**config.mk**
```make
export PLATFORM = sky130hd
export DESIGN_NAME = qpr_round_sat
export DESIGN_NICKNAME = d
export VERILOG_FILES = /design/src/rtl/quaternion_product_and_rotate_macros.svh /design/src/rtl/qpr_pkg.sv /design/src/rtl/qpr_round_sat.sv
export SDC_FILE = /design/constraint.sdc
export NUM_CORES = 1
export LEC_CHECK = 0
export CORE_MARGIN = 2
export CORE_UTILIZATION = 45
export DETAILED_ROUTE_END_ITERATION = 7
export DONT_BUFFER_PORTS = 1
export RECOVER_POWER = 100
export SETUP_SLACK_MARGIN = 0.05
export SLEW_MARGIN = 20
export SYNTH_ARGS = -nofsm -noshare
export SYNTH_HDL_FRONTEND = slang
export SYNTH_SLANG_ARGS = --single-unit
```
**constraint.sdc**
```tcl
create_clock -name vclk -period 3.63
set_input_delay 0.726 -clock vclk [all_inputs]
set_output_delay 0.726 -clock vclk [all_outputs]
set_load 0.05 [all_outputs]
```
**src/rtl/quaternion_product_and_rotate_macros.svh**
```systemverilog
// Assertion macros used by the quaternion unit.
`ifndef QUATERNION_PRODUCT_AND_ROTATE_MACROS_SVH
`define QUATERNION_PRODUCT_AND_ROTATE_MACROS_SVH

`ifndef SYNTHESIS
`define QPR_ASSERT(lbl, clk, rst, prop, msg) \
   lbl: assert property (@(posedge clk) disable iff (rst) prop) else $error(msg);
`define QPR_ASSERT_NR(lbl, clk, prop, msg) \
   lbl: assert property (@(posedge clk) prop) else $error(msg);
`else
`define QPR_ASSERT(lbl, clk, rst, prop, msg)
`define QPR_ASSERT_NR(lbl, clk, prop, msg)
`endif

`endif

```
**src/rtl/qpr_pkg.sv**
```systemverilog
package qpr_pkg;

   typedef enum logic {
      CMD_PRODUCT = 1'b0,
      CMD_ROTATE  = 1'b1
   } cmd_type;

endpackage

```
**src/rtl/qpr_round_sat.sv**
```systemverilog
module qpr_round_sat
   import qpr_pkg::*;
#(
   parameter int DATA_WIDTH = 16,
   parameter int FRAC_BITS  = 14,
   parameter int ACC_WIDTH  = 52
) (
   input  cmd_type                      mode,
   input  logic signed [ACC_WIDTH-1:0]  acc,
   output logic signed [DATA_WIDTH-1:0] result
);
   localparam int SW   = ACC_WIDTH + 1;
   localparam int SH_P = FRAC_BITS;
   localparam int SH_R = 2 * FRAC_BITS;

   localparam logic signed [SW-1:0] RND_P  = SW'(1) << (SH_P - 1);
   localparam logic signed [SW-1:0] RND_R  = SW'(1) << (SH_R - 1);
   localparam logic signed [SW-1:0] SAT_HI =
      {{(SW - DATA_WIDTH + 1){1'b0}}, {(DATA_WIDTH - 1){1'b1}}};
   localparam logic signed [SW-1:0] SAT_LO = ~SAT_HI;

   logic signed [SW-1:0] sum;
   logic signed [SW-1:0] shifted;

   // Half an output step is added before the arithmetic shift, so ties round up.
   always_comb begin
      if (mode == CMD_ROTATE) begin
         sum     = SW'(acc) + RND_R;
         shifted = sum >>> SH_R;
      end else begin
         sum     = SW'(acc) + RND_P;
         shifted = sum >>> SH_P;
      end
   end

   always_comb begin
      if (shifted > SAT_HI) begin
         result = SAT_HI[DATA_WIDTH-1:0];
      end else if (shifted < SAT_LO) begin
         result = SAT_LO[DATA_WIDTH-1:0];
      end else begin
         result = shifted[DATA_WIDTH-1:0];
      end
   end
endmodule

```
# After elaboration in Yosys (flattened, before gate mapping)
# Index checks and enable logic that the tools add are counted.
word_totals:
  regBits: 0
  input_bits: 53
  out_inout_bits: 16
  word_cells: 7
classes:
  addsub: 2
  n_lt_le_gt_ge: 2
  muxes: 3
op_table:
  columns: ["cell", "count"]
  rows:
  - ["52-bit by 15-bit adder with 53-bit output (second input constant)", 1]
  - ["52-bit by 29-bit adder with 53-bit output (second input constant)", 1]
  - ["53-bit by 16-bit greater-than comparator with 1-bit output (second input constant)", 1]
  - ["53-bit by 16-bit < comparator with 1-bit output (second input constant)", 1]
  - ["53-bit 2-to-1 mux", 1]
  - ["16-bit 2-to-1 mux", 2]

# Depth between registers and ports, before layout
depth:
  word_depth: 5
  ltp_mapped: 11
  depth_no_buf: 9

# Least setup slack after synthesis
# Ideal clock, no wire load.
synth_path:
  kind: "input-to-output"
  startpoint: "input port acc[32]"
  endpoint: "output port result[10]"
  arrival_time_ps: 3507
  required_time_ps: 2904
  path_slack_ps: -603
  path_stages: 10
  path_buffers: 2
  cell_sequence: "buf_4 nand4_1 nor4_2 or4b_1 a31oi_1 o2111ai_1 and4bb_2 buf_6 nand3b_1 o221ai_1"
synth_via:
  elab_chain_cells: 5
  word_cells_on_any_way: 7
  cone_classes: "2 x add/sub; 2 x order compare; 3 x mux"
synth_rtl:
  columns: ["item", "line", "text"]
  rows:
  - ["from (decl)", "qpr_round_sat.sv:9", "input logic signed [ACC_WIDTH-1:0] acc,"]
  - ["52-bit by 29-bit adder with 53-bit output or 52-bit by 15-bit adder with 53-bit output (tied branches)", "qpr_round_sat.sv:28, qpr_round_sat.sv:31", null]
  - ["53-bit 2-to-1 mux *", "qpr_round_sat.sv:27", "if (mode == CMD_ROTATE) begin"]
  - ["53-bit by 16-bit < comparator with 1-bit output", "qpr_round_sat.sv:39", "end else if (shifted < SAT_LO) begin"]
  - ["16-bit 2-to-1 mux", "qpr_round_sat.sv:39", null]
  - ["16-bit 2-to-1 mux *", "qpr_round_sat.sv:37", "if (shifted > SAT_HI) begin"]
  - ["to (decl)", "qpr_round_sat.sv:10", "output logic signed [DATA_WIDTH-1:0] result"]
# Mark *: on every way between the ends. The rest lies on a longest branch, timed or not.

# Worst setup path in the final report
layout_path:
  startpoint: "input port acc[21]"
  endpoint: "output port result[13]"
# Same word-level chain as after synthesis.

==> run summary <==
Outcome: finished with violations
Failing checks: negative setup slack
Netlist cell types: 60
Initial core utilization: 0.462
Die Span Y: 76.1 µm
Setup violators final: 15
Clkbuf count: 0
Critical Path Start: acc[21]
Layout Utilization: 0.685
Vias in the first global route: 2886
Leak: 1.20 nW
# IOs: 69
CP Max Fanout: 8
WS Path Type: in -> out
RSZ-0062 raised after global routing: yes
All-Layer GR Usage: 0.292
Hold Crit Start: acc[51]
Largest net degree at the start of global routing: 49
Endpoints failing hold: 0
Cell count along the critical path: 12
Crit path cell chain: and4_4, buf_6, nand4_4, o21a_1, o21ai_2, o2111ai_2, or4_4, o31ai_4, buf_6, buf_16, o221ai_4, buf_12
Final period util: 1.10
WL/cell: 19.9 µm
Largest area contributor in the netlist: xnor2_1
Setup slack after layout: -0.360 ns
Syn-to-layout area delta: 48.3%
Final wirelength: 9040 µm
Crit-path slowest cell: or4_4
Hpwl dp: 6530 µm
Die area: 5800 µm²
Hold endpoint: result[15]
Slew margin rel.: 0.679
Via density: 6.42
Syn Nets: 380
Final min period: 3.99 ns
Most common cell after layout, fill and taps aside: buf_4
First drt pass iteration count: 4
Post-Syn Area: 2340 µm²
Crit end category: output port
DR vias: 2921
Highest Clock Rate: 251 MHz
Leading post-synthesis cells by cell area: xnor2_1, nor3_1, buf_6
Critical path required time: 2.90 ns
RePlAce Congestion: 0.961
Fin nets: 442
Worst path arrival time: 3.26 ns
N_diodes: 0
Routed Antenna Nets: 0
DR iter-0 viols: 224
Initial antenna violation count: 0
Pins Over Slew Limit: 0
Cell area after placement: 3140 µm²
Most frequent cells in the layout: buf_4, nand2_1, xnor2_1
CP Launch Type: primary input
Core area: 5070 µm²
Yosys top cell area share: 0.0860
# rows: 26
Worst path buffer plus inverter count: 4
Synth Area per Inst: 7.21 µm²
I/O Buffers: 0
Die Wd: 76.1 µm
Flip-flop and latch area: 0 µm²
Hold path depth: 2
Crit-path leading delay family: simple AND/OR/NAND/NOR gates
Sequential cell count: 0
Total power: 0.302 mW
Worst min-delay path category: in -> out
Power density over the cells: 86.9 nW/µm²
Sequential share of the synthesized area: 0
DRC: 0
Maximum VDD drop: 0.0000881 V
Post-route cell area: 3470 µm²
First-pass GRT wire length: 14200 µm
Crit-path most repeated cell: buf_6
Max_cap viols: 0
Ys Warns: 0
Cells after Synth: 325
Share of layout cells above drive strength 1: 0.418
Slew @ Worst Pin: 0.481 ns
Gr ovfl total: 0
Area of the multi-input gates: 2500 µm²
Max incr delay on CP: 0.57 ns
Fillers: 446
## logic make-up (layout without fill, tap and decap cells)
logic type | after synthesis | count (layout) | synth area share
xor+xnor | 38 | 38 | 0.142
mux | 9 | 9 | 0.0385
buf+inv | 32 | 92 | 0.107
simple gates | 170 | 170 | 0.468
compound gates | 74 | 74 | 0.233
fa+ha+maj | 2 | 2 | 0.0107
## routing by layer
| metal | vias to the layer above | global-route usage | routed length [µm] |
|---|---|---|---|
| met5 | - | 0 | 0 |
| met4 | 0 | 0.0655 | 184 |
| met3 | 18 | 0.0273 | 499 |
| met2 | 113 | 0.520 | 4380 |
| met1 | 1408 | 0.382 | 3970 |
| li1 | 1382 | - | - |
## how the worst max path moves through the flow
stage                  to  slack, ns
2_1_floorplan   result[9]      -0.43
3_3_place_gp    result[2]      -0.42
3_5_place_dp    result[9]      -0.44
4_1_cts         result[7]      -0.33
5_1_grt         result[9]      -0.46
6_report       result[13]      -0.36
## layout make-up
cell class	count	share of cell area
repair buffers	88	0.251
well taps	70	0.0252
inverters	4	0.00432
multi-input cells	293	0.719
## power breakdown
| group | total [mW] | switching [mW] | internal [mW] |
|---|---|---|---|
| clock network | 0 | 0 | 0 |
| registers | 0 | 0 | 0 |
| logic | 0.302 | 0.161 | 0.141 |
## synthesized netlist by cell type (10+ instances only)
cell type   n
a21oi_1    11
buf_6      12
nand2_1    25
nand3_1    14
nand3b_1   14
nand4_1    10
nor2_1     21
nor3_1     27
o21ai_0    15
o221ai_1   13
xnor2_1    23
xor2_1     15
## stage by stage
step	std cells	worst slack, ns	hold WS, ns	setup TNS [ns]
floorplan	325	-0.433	1.89	-4.10
global placement	444	-0.425	1.84	-5.77
detailed placement	444	-0.440	1.85	-6.08
CTS	453	-0.335	1.86	-4.81
global route	455	-0.462	1.86	-6.58
finish	455	-0.360	1.86	-5.17
## repair_timing
item                       4_1_cts  5_1_grt
pin swaps                       15       17
hold buffers                     0        0
setup endpoints to repair       15       15
resized for setup               30       18
setup buffers                    8        2
gates cloned                     1        0
(Power assumes the default switching activity.)
